**src/design/tkf_pkg.sv**
```systemverilog
// Shared types and constants for the tilt Kalman filter.
// No dependencies; tkf_serial_arith and tilt_kalman_filter import this package.
package tkf_pkg;

    // atan(2^-i) in degrees, 24 fraction bits
    localparam int ATAN_LEN = 24;
    localparam logic [31:0] ATAN_DEG_Q24 [ATAN_LEN] = '{
        32'd754974720, 32'd445687602, 32'd235489088, 32'd119537938,
        32'd60000934,  32'd30029717,  32'd15018523,  32'd7509720,
        32'd3754917,   32'd1877466,   32'd938734,    32'd469367,
        32'd234684,    32'd117342,    32'd58671,     32'd29335,
        32'd14668,     32'd7334,      32'd3667,      32'd1833,
        32'd917,       32'd458,       32'd229,       32'd115
    };

    // configuration register indexes
    localparam logic [1:0] CFG_TIME_STEP     = 2'd0;
    localparam logic [1:0] CFG_PROCESS_NOISE = 2'd1;
    localparam logic [1:0] CFG_MEASURE_NOISE = 2'd2;

    localparam logic [16:0] TIME_STEP_RST     = 17'd6554;
    localparam logic [31:0] PROCESS_NOISE_RST = 32'd6554;
    localparam logic [31:0] MEASURE_NOISE_RST = 32'd262144;

    typedef enum logic [7:0] {
        S_IDLE  = 8'b0000_0001,
        S_TILT  = 8'b0000_0010,
        S_TRND  = 8'b0000_0100,
        S_ISSUE = 8'b0000_1000,
        S_WAIT  = 8'b0001_0000,
        S_PREP  = 8'b0010_0000,
        S_SUM   = 8'b0100_0000,
        S_DONE  = 8'b1000_0000
    } state_t;

    typedef enum logic [2:0] {
        U_IDLE = 3'b001,
        U_RUN  = 3'b010,
        U_FIN  = 3'b100
    } unit_state_t;

    // update program; codes are consecutive, the sequencer steps by one
    typedef enum logic [3:0] {
        OP_DT_BIAS = 4'd0,
        OP_DT_RATE = 4'd1,
        OP_DT_BB   = 4'd2,
        OP_DT_BA   = 4'd3,
        OP_DT_P01  = 4'd4,
        OP_K0      = 4'd5,
        OP_K1      = 4'd6,
        OP_K0_EPS  = 4'd7,
        OP_K1_EPS  = 4'd8,
        OP_KS0     = 4'd9,
        OP_KS1     = 4'd10,
        OP_CAA     = 4'd11,
        OP_CAB     = 4'd12,
        OP_CBA     = 4'd13,
        OP_CBB     = 4'd14
    } op_t;

    typedef struct packed {
        logic start;
        logic div;
    } arith_req_t;

endpackage

```
**src/design/tkf_serial_arith.sv**
```systemverilog
// Bit-serial fixed point multiply (round half away) and divide (truncate),
// both saturating. Depends on tkf_pkg.
module tkf_serial_arith #(
    parameter int WORD_BITS = 32,
    parameter int FRAC_BITS = 16
) (
    input  logic                          aclk,
    input  logic                          aresetn,
    input  tkf_pkg::arith_req_t           req,
    input  logic signed [WORD_BITS-1:0]   op_a,
    input  logic signed [WORD_BITS-1:0]   op_b,
    output logic                          done,
    output logic signed [WORD_BITS-1:0]   result
);
    import tkf_pkg::*;

    localparam int W   = WORD_BITS;
    localparam int NB  = WORD_BITS + FRAC_BITS;
    localparam int CNW = $clog2(NB + 1);
    localparam int MW  = 2 * WORD_BITS + 2;
    localparam int PW  = 2 * WORD_BITS + 1;

    function automatic logic signed [W-1:0] from_mag(input logic neg, input logic [MW-1:0] m);
        logic signed [W-1:0] v;
        if (|(m >> (W - 1))) begin
            v = neg ? {1'b1, {(W-1){1'b0}}} : {1'b0, {(W-1){1'b1}}};
        end else begin
            v = neg ? -$signed(m[W-1:0]) : $signed(m[W-1:0]);
        end
        return v;
    endfunction

    unit_state_t ust_reg, ust_next;
    logic              div_reg, neg_reg, zero_reg, ovf_reg, done_reg;
    logic [CNW-1:0]    cnt_reg;
    logic [W-1:0]      dvs_reg, rem_reg, q_reg;
    logic [NB-1:0]     sh_reg;
    logic [2*W-1:0]    acc_reg;
    logic signed [W-1:0] result_reg, fin_val;

    logic [W-1:0]   mag_a, mag_b;
    logic [W:0]     sum, rem_sh, rem_new;
    logic           ge;
    logic [PW-1:0]  prod_r;

    assign mag_a = op_a[W-1] ? -op_a : op_a;
    assign mag_b = op_b[W-1] ? -op_b : op_b;

    assign sum     = {1'b0, acc_reg[2*W-1:W]} + (sh_reg[0] ? {1'b0, dvs_reg} : '0);
    assign rem_sh  = {rem_reg, sh_reg[NB-1]};
    assign ge      = rem_sh >= {1'b0, dvs_reg};
    assign rem_new = ge ? rem_sh - {1'b0, dvs_reg} : rem_sh;
    assign prod_r  = PW'(acc_reg) + (PW'(1) << (FRAC_BITS - 1));

    always_comb begin
        if (div_reg) begin
            fin_val = zero_reg ? '0 : from_mag(neg_reg, MW'({ovf_reg, q_reg}));
        end else begin
            fin_val = from_mag(neg_reg, MW'(prod_r >> FRAC_BITS));
        end
    end

    always_comb begin
        ust_next = ust_reg;
        unique case (ust_reg)
            U_IDLE: if (req.start) ust_next = U_RUN;
            U_RUN:  if (cnt_reg == CNW'(1)) ust_next = U_FIN;
            U_FIN:  ust_next = U_IDLE;
            default: ust_next = U_IDLE;
        endcase
    end

    always_ff @(posedge aclk) begin
        if (!aresetn) begin
            ust_reg  <= U_IDLE;
            done_reg <= 1'b0;
        end else begin
            ust_reg  <= ust_next;
            done_reg <= (ust_reg == U_FIN);
        end
    end

    always_ff @(posedge aclk) begin
        if (ust_reg == U_IDLE && req.start) begin
            div_reg  <= req.div;
            neg_reg  <= op_a[W-1] ^ op_b[W-1];
            zero_reg <= (op_b == '0);
            ovf_reg  <= 1'b0;
            acc_reg  <= '0;
            rem_reg  <= '0;
            q_reg    <= '0;
            if (req.div) begin
                cnt_reg <= CNW'(NB);
                dvs_reg <= mag_b;
                sh_reg  <= {mag_a, {FRAC_BITS{1'b0}}};
            end else begin
                cnt_reg <= CNW'(W);
                dvs_reg <= mag_a;
                sh_reg  <= NB'(mag_b);
            end
        end else if (ust_reg == U_RUN) begin
            cnt_reg <= cnt_reg - CNW'(1);
            if (div_reg) begin
                rem_reg <= rem_new[W-1:0];
                q_reg   <= {q_reg[W-2:0], ge};
                ovf_reg <= ovf_reg | q_reg[W-1];
                sh_reg  <= sh_reg << 1;
            end else begin
                acc_reg <= {sum, acc_reg[W-1:1]};
                sh_reg  <= sh_reg >> 1;
            end
        end else if (ust_reg == U_FIN) begin
            result_reg <= fin_val;
        end
    end

    assign done   = done_reg;
    assign result = result_reg;

endmodule

```
**src/design/tilt_kalman_filter.sv**
```systemverilog
// Two-state (angle, gyro bias) Kalman filter for one tilt axis.
// Depends on tkf_pkg and tkf_serial_arith.
//
// One transfer on the s_ channel is one command; each gives one result on the
// m_ channel. An init command runs the arctangent. An update command adds
// 13 multiplies and 2 divides on the shared bit-serial arithmetic unit, plus
// the sums in between. One command is processed at a time; the next is taken
// while a result is still waiting on m_ready. Configuration writes are always
// accepted.
module tilt_kalman_filter #(
    parameter int WORD_BITS  = 32,
    parameter int FRAC_BITS  = 16,
    parameter int ATAN_STEPS = 16
) (
    input  logic               aclk,
    input  logic               aresetn,
    input  logic               s_valid,
    output logic               s_ready,
    input  logic               s_command,
    input  logic signed [15:0] s_gyro_rate,
    input  logic signed [15:0] s_accel_x,
    input  logic signed [15:0] s_accel_y,
    output logic               m_valid,
    input  logic               m_ready,
    output logic signed [31:0] m_angle_out,
    output logic signed [31:0] m_bias_out,
    input  logic               cfg_valid,
    output logic               cfg_ready,
    input  logic [1:0]         cfg_index,
    input  logic [31:0]        cfg_data
);
    import tkf_pkg::*;

    localparam int W    = WORD_BITS;
    localparam int SW   = ((WORD_BITS > 33) ? WORD_BITS : 33) + 2;
    localparam int MW   = 2 * WORD_BITS + 2;
    localparam int OWD  = (WORD_BITS > 32) ? WORD_BITS : 32;
    localparam int GW   = 26 + FRAC_BITS;
    localparam int CW   = 36;
    localparam int CZ   = 34;
    localparam int CZ1  = CZ + 1;
    localparam int TSH  = 24 - FRAC_BITS;
    localparam int TW   = $clog2(ATAN_STEPS);
    localparam logic [CZ:0] TRND = CZ1'((1 << TSH) >> 1);
    localparam logic signed [W-1:0] ONE_W = (FRAC_BITS >= WORD_BITS - 1) ?
        {1'b0, {(W-1){1'b1}}} : (W'(1) << FRAC_BITS);

    function automatic logic signed [W-1:0] sat_w(input logic signed [SW-1:0] v);
        logic signed [W-1:0] r;
        if (&v[SW-1:W-1] || ~|v[SW-1:W-1]) begin
            r = v[W-1:0];
        end else begin
            r = v[SW-1] ? {1'b1, {(W-1){1'b0}}} : {1'b0, {(W-1){1'b1}}};
        end
        return r;
    endfunction

    function automatic logic signed [W-1:0] sat_add(input logic signed [W-1:0] a,
                                                    input logic signed [W-1:0] b);
        return sat_w(SW'(a) + SW'(b));
    endfunction

    function automatic logic signed [W-1:0] sat_sub(input logic signed [W-1:0] a,
                                                    input logic signed [W-1:0] b);
        return sat_w(SW'(a) - SW'(b));
    endfunction

    function automatic logic signed [W-1:0] from_mag(input logic neg, input logic [MW-1:0] m);
        logic signed [W-1:0] v;
        if (|(m >> (W - 1))) begin
            v = neg ? {1'b1, {(W-1){1'b0}}} : {1'b0, {(W-1){1'b1}}};
        end else begin
            v = neg ? -$signed(m[W-1:0]) : $signed(m[W-1:0]);
        end
        return v;
    endfunction

    function automatic logic [31:0] to_out(input logic signed [W-1:0] v);
        logic signed [OWD-1:0] e;
        logic [31:0] r;
        e = OWD'(v);
        if (&e[OWD-1:31] || ~|e[OWD-1:31]) begin
            r = e[31:0];
        end else begin
            r = e[OWD-1] ? 32'h8000_0000 : 32'h7fff_ffff;
        end
        return r;
    endfunction

    state_t state_reg, state_next;
    op_t    op_reg;

    logic [16:0] time_step_reg;
    logic [31:0] process_noise_reg, measure_noise_reg;

    logic signed [W-1:0] angle_reg, bias_reg, caa_reg, cab_reg, cba_reg, cbb_reg;
    logic signed [W-1:0] ap_reg, tmp_reg, p00_reg, p01_reg, p10_reg, p11_reg;
    logic signed [W-1:0] eps_reg, s_reg, k0_reg, k1_reg, ks0_reg, ks1_reg;
    logic signed [W-1:0] tilt_reg, u_reg;
    logic                cmd_reg, ay_zero_reg, ax_zero_reg, ax_neg_reg;
    logic signed [CW-1:0] cx_reg, cy_reg;
    logic signed [CZ-1:0] cz_reg;
    logic [TW-1:0]        tcnt_reg;
    logic                 m_valid_reg;
    logic [31:0]          angle_out_reg, bias_out_reg;

    // input conditioning
    logic signed [16:0] ax17, ay17, r17, axs17;
    logic [16:0]        aymag, rmag;
    logic [24:0]        g250;
    logic [GW-1:0]      gv;
    logic signed [W-1:0] u_in;

    assign ax17  = 17'(s_accel_x);
    assign ay17  = 17'(s_accel_y);
    assign r17   = 17'(s_gyro_rate);
    assign aymag = ay17[16] ? -ay17 : ay17;
    assign axs17 = ay17[16] ? -ax17 : ax17;
    assign rmag  = r17[16] ? -r17 : r17;
    assign g250  = 25'(rmag) * 25'd250;
    assign gv    = ((GW'(g250) << FRAC_BITS) + GW'(16384)) >> 15;
    assign u_in  = from_mag(r17[16], MW'(gv));

    // CORDIC step
    logic signed [CW-1:0] xs, ys;
    logic signed [CZ-1:0] tab;
    assign xs  = cx_reg >>> tcnt_reg;
    assign ys  = cy_reg >>> tcnt_reg;
    assign tab = $signed(CZ'(ATAN_DEG_Q24[5'(tcnt_reg)]));

    // angle rounding
    logic           zneg;
    logic [CZ-1:0]  zmag;
    logic [CZ:0]    zr;
    logic [MW-1:0]  tmag;
    logic           tneg;
    assign zneg = cz_reg[CZ-1];
    assign zmag = zneg ? -cz_reg : cz_reg;
    assign zr   = ({1'b0, zmag} + TRND) >> TSH;
    assign tmag = ay_zero_reg ? (ax_zero_reg ? '0 : (MW'(90) << FRAC_BITS)) : MW'(zr);
    assign tneg = ay_zero_reg ? ax_neg_reg : zneg;

    // arithmetic unit
    arith_req_t          req;
    logic signed [W-1:0] opa, opb, pr;
    logic signed [W-1:0] dtw;
    logic                pr_done;

    assign dtw = $signed(W'(time_step_reg));

    always_comb begin
        req.start = (state_reg == S_ISSUE);
        req.div   = 1'b0;
        opa = dtw;
        opb = bias_reg;
        unique case (op_reg)
            OP_DT_BIAS: opb = bias_reg;
            OP_DT_RATE: opb = u_reg;
            OP_DT_BB:   opb = cbb_reg;
            OP_DT_BA:   opb = cba_reg;
            OP_DT_P01:  opb = p01_reg;
            OP_K0:      begin opa = p00_reg; opb = s_reg; req.div = 1'b1; end
            OP_K1:      begin opa = p10_reg; opb = s_reg; req.div = 1'b1; end
            OP_K0_EPS:  begin opa = k0_reg;  opb = eps_reg; end
            OP_K1_EPS:  begin opa = k1_reg;  opb = eps_reg; end
            OP_KS0:     begin opa = k0_reg;  opb = s_reg;   end
            OP_KS1:     begin opa = k1_reg;  opb = s_reg;   end
            OP_CAA:     begin opa = ks0_reg; opb = k0_reg;  end
            OP_CAB:     begin opa = ks0_reg; opb = k1_reg;  end
            OP_CBA:     begin opa = ks1_reg; opb = k0_reg;  end
            OP_CBB:     begin opa = ks1_reg; opb = k1_reg;  end
            default:    begin opa = dtw;     opb = bias_reg; end
        endcase
    end

    tkf_serial_arith #(
        .WORD_BITS (WORD_BITS),
        .FRAC_BITS (FRAC_BITS)
    ) u_arith (
        .aclk    (aclk),
        .aresetn (aresetn),
        .req     (req),
        .op_a    (opa),
        .op_b    (opb),
        .done    (pr_done),
        .result  (pr)
    );

    always_comb begin
        state_next = state_reg;
        unique case (state_reg)
            S_IDLE:  if (s_valid) state_next = S_TILT;
            S_TILT:  if (tcnt_reg == TW'(ATAN_STEPS - 1)) state_next = S_TRND;
            S_TRND:  state_next = cmd_reg ? S_ISSUE : S_DONE;
            S_ISSUE: state_next = S_WAIT;
            S_WAIT: begin
                if (pr_done) begin
                    if (op_reg == OP_DT_P01)     state_next = S_PREP;
                    else if (op_reg == OP_CBB)   state_next = S_DONE;
                    else                         state_next = S_ISSUE;
                end
            end
            S_PREP:  state_next = S_SUM;
            S_SUM:   state_next = S_ISSUE;
            S_DONE:  if (!m_valid_reg || m_ready) state_next = S_IDLE;
            default: state_next = S_IDLE;
        endcase
    end

    always_ff @(posedge aclk) begin
        if (!aresetn) begin
            state_reg         <= S_IDLE;
            m_valid_reg       <= 1'b0;
            time_step_reg     <= TIME_STEP_RST;
            process_noise_reg <= PROCESS_NOISE_RST;
            measure_noise_reg <= MEASURE_NOISE_RST;
            angle_reg         <= '0;
            bias_reg          <= '0;
            caa_reg           <= ONE_W;
            cab_reg           <= '0;
            cba_reg           <= '0;
            cbb_reg           <= ONE_W;
        end else begin
            state_reg <= state_next;

            if (cfg_valid) begin
                unique case (cfg_index)
                    CFG_TIME_STEP:     time_step_reg     <= cfg_data[16:0];
                    CFG_PROCESS_NOISE: process_noise_reg <= cfg_data;
                    CFG_MEASURE_NOISE: measure_noise_reg <= cfg_data;
                    default: ;
                endcase
            end

            if (state_reg == S_DONE && (!m_valid_reg || m_ready)) begin
                m_valid_reg <= 1'b1;
            end else if (m_ready) begin
                m_valid_reg <= 1'b0;
            end

            if (state_reg == S_TRND && !cmd_reg) begin
                angle_reg <= from_mag(tneg, tmag);
                bias_reg  <= '0;
                caa_reg   <= ONE_W;
                cab_reg   <= '0;
                cba_reg   <= '0;
                cbb_reg   <= ONE_W;
            end else if (state_reg == S_WAIT && pr_done) begin
                unique case (op_reg)
                    OP_K0_EPS: angle_reg <= sat_add(ap_reg, pr);
                    OP_K1_EPS: bias_reg  <= sat_add(bias_reg, pr);
                    OP_CAA:    caa_reg   <= sat_sub(p00_reg, pr);
                    OP_CAB:    cab_reg   <= sat_sub(p01_reg, pr);
                    OP_CBA:    cba_reg   <= sat_sub(p10_reg, pr);
                    OP_CBB:    cbb_reg   <= sat_sub(p11_reg, pr);
                    default: ;
                endcase
            end
        end
    end

    always_ff @(posedge aclk) begin
        unique case (state_reg)
            S_IDLE: begin
                if (s_valid) begin
                    cmd_reg     <= s_command;
                    u_reg       <= u_in;
                    ay_zero_reg <= (s_accel_y == 16'sd0);
                    ax_zero_reg <= (s_accel_x == 16'sd0);
                    ax_neg_reg  <= s_accel_x[15];
                    cx_reg      <= CW'(aymag) << 16;
                    cy_reg      <= CW'(axs17) << 16;
                    cz_reg      <= '0;
                    tcnt_reg    <= '0;
                end
            end
            S_TILT: begin
                tcnt_reg <= tcnt_reg + TW'(1);
                if (!cy_reg[CW-1]) begin
                    cx_reg <= cx_reg + ys;
                    cy_reg <= cy_reg - xs;
                    cz_reg <= cz_reg + tab;
                end else begin
                    cx_reg <= cx_reg - ys;
                    cy_reg <= cy_reg + xs;
                    cz_reg <= cz_reg - tab;
                end
            end
            S_TRND: begin
                tilt_reg <= from_mag(tneg, tmag);
                op_reg   <= OP_DT_BIAS;
            end
            S_WAIT: begin
                if (pr_done) begin
                    unique case (op_reg)
                        OP_DT_BIAS: tmp_reg <= sat_sub(angle_reg, pr);
                        OP_DT_RATE: ap_reg  <= sat_add(tmp_reg, pr);
                        OP_DT_BB: begin
                            p01_reg <= sat_sub(cab_reg, pr);
                            p10_reg <= sat_sub(cba_reg, pr);
                        end
                        OP_DT_BA:   tmp_reg <= sat_sub(caa_reg, pr);
                        OP_DT_P01:  tmp_reg <= sat_sub(tmp_reg, pr);
                        OP_K0:      k0_reg  <= pr;
                        OP_K1:      k1_reg  <= pr;
                        OP_KS0:     ks0_reg <= pr;
                        OP_KS1:     ks1_reg <= pr;
                        default: ;
                    endcase
                    if (op_reg == OP_DT_P01) begin
                        op_reg <= OP_K0;
                    end else if (op_reg != OP_CBB) begin
                        op_reg <= op_t'(op_reg + 4'd1);
                    end
                end
            end
            S_PREP: begin
                p00_reg <= sat_w(SW'(tmp_reg) + $signed(SW'(process_noise_reg)));
                p11_reg <= sat_w(SW'(cbb_reg) + $signed(SW'(process_noise_reg)));
                eps_reg <= sat_sub(tilt_reg, ap_reg);
            end
            S_SUM: begin
                s_reg <= sat_w(SW'(p00_reg) + $signed(SW'(measure_noise_reg)));
            end
            S_DONE: begin
                if (!m_valid_reg || m_ready) begin
                    angle_out_reg <= to_out(angle_reg);
                    bias_out_reg  <= to_out(bias_reg);
                end
            end
            default: ;
        endcase
    end

    assign s_ready     = (state_reg == S_IDLE);
    assign cfg_ready   = 1'b1;
    assign m_valid     = m_valid_reg;
    assign m_angle_out = $signed(angle_out_reg);
    assign m_bias_out  = $signed(bias_out_reg);

endmodule

```
**config.mk**
```make
export PLATFORM = sky130hd
export DESIGN_NAME = tilt_kalman_filter
export DESIGN_NICKNAME = d
export VERILOG_FILES = /design/src/design/tkf_pkg.sv /design/src/design/tkf_serial_arith.sv /design/src/design/tilt_kalman_filter.sv
export SDC_FILE = /design/constraint.sdc
export NUM_CORES = 2
export LEC_CHECK = 0
export ABC_AREA = 1
export ABC_CLOCK_PERIOD_IN_PS = 9000
export BUFFER_PORTS_ARGS = -buffer_cell sky130_fd_sc_hd__clkbuf_2
export CAP_MARGIN = 5
export CORE_UTILIZATION = 40
export CTS_CLUSTER_SIZE = 10
export DETAILED_ROUTE_END_ITERATION = 12
export PLACE_DENSITY = 0.51
export SLEW_MARGIN = 20
export SYNTH_ARGS = -nofsm -noshare
export SYNTH_HDL_FRONTEND = slang
export SYNTH_HIERARCHICAL = 1
export SYNTH_SLANG_ARGS = --single-unit
```
**constraint.sdc**
```tcl
create_clock -name aclk -period 9 [get_ports aclk]
set_clock_uncertainty 0.05 [all_clocks]
set_input_delay 0.9 -clock aclk [delete_from_list [all_inputs] [get_ports aclk]]
set_output_delay 0.9 -clock aclk [all_outputs]
set_load 0.01 [all_outputs]
```
# == Word level (Yosys, flattened, before mapping) ==
# Memory sizes are Yosys's and may differ from the RTL's.
# Cells that the tools add are included.
# classes
add_sub_neg,40
multipliers,1
n_lt_le_gt_ge,2
eq_ne,37
n_shift,2
muxes,99
bitwise,7
n_reduce_logical,121
# ops
operator,count
2-to-1 mux 32 bit,52
subtractor 32 x 32 -> 33 bit,10
one-hot mux 32 bit (8 select lines),1
2-to-1 mux 48 bit,4
one-hot mux 32 bit (6 select lines),1
2-to-1 mux 36 bit,4
one-hot mux 36 bit (2 select lines),2
negator 32 bit,4
adder 32 x 33 -> 34 bit,3
2-to-1 mux 34 bit,3
adder 32 x 32 -> 33 bit,3
one-hot mux 32 bit (3 select lines),1
adder 36 bit,2
>>> shifter 36 x 4 -> 36 bit,2
subtractor 36 bit,2
one-hot mux 34 bit (2 select lines),1
AND reduction 4 bit,17
OR reduction 4 bit,17
adder 64 x 16 -> 65 bit (second input constant),1
negator 27 -> 32 bit,2
one-hot mux 8 bit (8 select lines),1
2-to-1 mux 8 bit,7
2-to-1 mux 27 bit,2
2-to-1 mux 17 bit,3
61 further kinds,164
# totals
regBits,1166
rom_bits,1024
inputBits,88
out_inout_bits,67
elab_cells,360
n_memories,1
# memory_table
name,words,width,read_ports,rd_clocked_by_memory_dff,write_ports,line,text
(no name shown),32,32,1,0,0,tilt_kalman_filter.sv:129,assign tab = $signed(CZ'(ATAN_DEG_Q24[5'(tcnt_reg)]));

# == Longest topological paths before layout ==
# depth
word_depth,8
mapped_depth,37
depth_no_buf,36

# == Cells and area by module ==
# The synthesis kept the hierarchy.
# modules_own_cells
module,instances,cells_per_inst,area_each_um2,seq_area_each_um2
tilt_kalman_filter,1,10459,78581.6,24503.5
tkf_serial_arith,1,2931,19009.5,5995.8

# == Worst setup path before layout ==
# OpenSTA, ideal clock, no wires.
# synth_timing
path_type,input -> register
start,input s_gyro_rate[0]
end,"register u_reg[26], data pin"
setup_time_ns,0.258
arrival_ns,6.304
setup_slack_ns,2.388
cell_stages,28
n_path_buf,0
cell_sequence,inv_1 ha_1 inv_1 nor3_1 nand3_1 o31ai_1 nand2_1 xor2_1 inv_1 fa_1 inv_1 fa_1 inv_1 fa_1 inv_1 fa_1 inv_1 ha_1 a21oi_1 nor2_1 a211oi_1 o21ai_1 a21boi_0 o31ai_1 xnor2_1 or2_2 o21ai_1 inv_1
# synth_between
elab_chain_len,6
# synth_lines
item,line,text
start: declaration,tilt_kalman_filter.sv:20,"input logic signed [15:0] s_gyro_rate,"
negator 16 -> 17 bit,tilt_kalman_filter.sv:119,assign rmag = r17[16] ? -r17 : r17;
2-to-1 mux 17 bit (*),tilt_kalman_filter.sv:119,
multiplier 17 x 7 -> 24 bit (*),tilt_kalman_filter.sv:120,assign g250 = 25'(rmag) * 25'd250;
adder 41 x 15 -> 42 bit (*),tilt_kalman_filter.sv:121,assign gv = ((GW'(g250) << FRAC_BITS) + GW'(16384)) >> 15;
negator 27 -> 32 bit,tilt_kalman_filter.sv:73,v = neg ? -$signed(m[W-1:0]) : $signed(m[W-1:0]);
2-to-1 mux 27 bit (*),tilt_kalman_filter.sv:73,
end signal: assignment,tilt_kalman_filter.sv:267,u_reg <= u_in;
end: declaration,tilt_kalman_filter.sv:99,"logic signed [W-1:0] tilt_reg, u_reg;"
# Every way passes the cells marked *; elsewhere a longest branch is shown, timed or not.
# A chain may end at the register's enable or synchronous reset.

# == Final worst setup path ==
# layout_timing
start,input s_gyro_rate[0]
end,"register u_reg[31], data pin"
# layout_between
elab_chain_len,5
# layout_lines
item,line
negator 16 -> 17 bit,tilt_kalman_filter.sv:119
2-to-1 mux 17 bit (*),tilt_kalman_filter.sv:119
multiplier 17 x 7 -> 24 bit (*),tilt_kalman_filter.sv:120
adder 41 x 15 -> 42 bit (*),tilt_kalman_filter.sv:121
negator 27 -> 32 bit (*),tilt_kalman_filter.sv:73
# Marks and branches as above.

==> flow_summary.yaml <==
synthesis:
  synth_cell_type_count: 81
  synth_compound_area_share_pct: 20.1
  synth_cells: 13400
  synth.top_cell.area_share_pct: 23.0
  yosysWarningCount: 6
  yosys.area.top_type: "edfxtp_1"
  synthAdderAreaFrac_pct: 11.2
  syn_area_mm2: 0.0976
  yosysMostFrequentCell: "nand2_1"
  async_flop_share_pct: 0
  synth_ff_type: "edfxtp_1"
  netlist_top_cells_area: "edfxtp_1 (23%), nand2_1 (11%), ha_1 (9.7%), dfxtp_1 (8.2%), a21oi_1 (6.5%)"
  ys_ff_latch: 1149
  muxShareOfSynthArea_pct: 0.482
  synth_top_family_by_area: "simple AND/OR/NAND/NOR gates"
  yosys.area_share.simple_pct: 21.8
  synth_commonest_cells: "nand2_1 (2843), inv_1 (1520), a21oi_1 (1277), o21ai_0 (1241), nor2_1 (1140)"
  synth_area_per_cell_um2: 7.29
  synth_xor_area_share_pct: 7.14
  synth_edf_count: 749
  synth-seq-area-share_pct: 31.3
global_routing:
  grt_pass1_vias: 89100
  antenna_found_initial: 24
  grt_overflow: 0
  grt_pass1_wl_mm: 591
  grt_max_degree: 89
  grt_usage_pct: 32.2
flow_run:
  maxCapViolations: 0
clocking:
  clk_latency_ps: 840
  cts_resized: 0
  cts_max_level: 4
  cts_hold_repair.buffers: 0
  cts_setup_buffers: 0
  cts-root-buf: "clkbuf_16"
  clk_pin_slew_worst_paths_ps: 60
  max-clock-path-buffers: 3
  clock_sinks: 1149
  cts_tree: "built"
  cts_buffers: 154
worst_setup_path:
  worst-path-buf-inv: 8
  slowest_stage: "fa_1"
  cp_common_cell: "inv_1"
  required_ps: 9510
  max_stage_delay_ps: 590
  crit_fanout: 8
  critPathCaptureType: "flip-flop"
  critical_path.top_delay_family: "adder cells"
  cp-start-kind: "primary input"
  critical_path_arrival_ps: 7470
  critical_path_class: "in -> reg"
sta:
  setup-violations-final: 0
  hold_viol: 0
  fmax_mhz: 144
  worst_slack_ps: 2050
  setup_tns_ps: 0
  rsz0062_at_grt: "false"
  final.min_clock_period_ps: 6950
  slew_headroom_pct: 19.4
  fin_crit_sh_pct: 77.3
  slew_violations: 0
  worst_pin_slew_ps: 1210
power:
  totalPowerFinal_uw: 33100
  powerDensity_mw_per_mm2: 309
  leakage_uw: 0.0480
  ir_worst_vdd_mv: 0.463
finish:
  nets: 14400
  areaGrowthSynthToFinish_pct: 9.67
  drive_gt1_share_pct: 6.08
  final_cell_area_mm2: 0.107
  nFillCells: 25000
  stdcell_count: 16800
  largest_reg_flops: 49
drt:
  drc: 0
  routed-via-count: 95800
  ant_nets: 0
  vias_per_cell: 5.71
  dr.pass1.iters: 8
  drtIter0Drc: 9375
  wl_per_cell_um: 24.3
  routed_wl_mm: 408
die:
  die_area_mm2: 0.246
  core_mm2: 0.241
  io_pins: 155
  start_util_pct: 40.4
  rows: 180
  die_y_um: 496
  die_w_um: 496
placed_design:
  hpwl_mm: 326
  finalWeightedCongestion: 0.980
  post-place-cells: 16500
  placed_area_mm2: 0.102
  port-buffer-count: 153
  pre_cts_ws_ps: 1200
min_path:
  hp-class: "in -> reg"
run_status:
  status: "completed"
-- stage by stage --
| step | utilization (%) | hold slack, ps |
|---|---|---|
| floorplan | - | 372 |
| global placement | 42.2 | 394 |
| detailed placement | 42.2 | 408 |
| CTS | 44.3 | 156 |
| global route | 44.3 | 177 |
| finish | 44.3 | 212 |
-- routing by layer --
metal	GRT usage, %	part of all wire (%)
met4	10.9	3.7
met1	46.3	46
met5	0.772	0.069
met2	49.2	43
met3	4.47	7.2
-- cells in the final DEF (no fill, tap or decap), types with 64 or more instances in the layout --
cell / instances
nand2_1: 2839
inv_1: 1515
a21oi_1: 1272
o21ai_0: 1240
nor2_1: 1116
ha_1: 759
edfxtp_1: 749
nand3_1: 495
xor2_1: 492
dfxtp_1: 400
xnor2_1: 304
o21ai_1: 208
buf_4: 161
clkbuf_16: 158
nor3_1: 153
clkbuf_2: 152
nand4_1: 124
a31oi_1: 107
a221oi_1: 96
a21boi_0: 84
fa_1: 72
nand2_2: 64
-- cell families after synthesis --
| logic type | Yosys count |
|---|---|
| AND/OR/NAND/NOR | 5069 |
| AO/OA/AOI/OAI | 3503 |
| buffers and inverters | 1993 |
| flip-flops | 1149 |
| adder cells (fa/ha/maj) | 831 |
| XOR/XNOR | 796 |
| multiplexers | 47 |
| other | 2 |
-- cell type report --
type	instances	area, µm²	area share (%)
Timing Repair Buffer	319	2040	1.91
Clock buffer	232	4350	4.07
Sequential cell	1149	30500	28.5
Antenna cell	9	22.5	0.0210
Tap cell	3185	3990	3.72
Clock inverter	58	708	0.662
Multi-Input combinational cell	10300	59600	55.7
Inverter	1558	5850	5.47
-- worst register-to-register path: cells and delay by family, from the launching register on --
family                     cells  cell delay [ps]
and+or+nand+nor                7              740
adders and majority gates      3             1140
DFF                            1              320
buffers and inverters          3             1230
AOI/OAI and AO/OA             10             3090
-- where the power goes --
group | internal [µW] | switching, µW | total [µW]
combinational | 6130 | 13200 | 19300
clock | 3610 | 2660 | 6270
sequential | 6790 | 715 | 7500
total | 16500 | 16600 | 33100
-- worst paths after layout --
check             depth (start not counted)                   end  slack (ps)                  from
hold reg to reg                           2  measure_noise_reg[2]         420  measure_noise_reg[2]
hold / removal                            1               cmd_reg         210             s_command
setup / recovery                         30             u_reg[31]        2050        s_gyro_rate[0]
setup reg to reg                         23            cz_reg[30]        2140           tcnt_reg[1]
(Power assumes the default switching activity.)
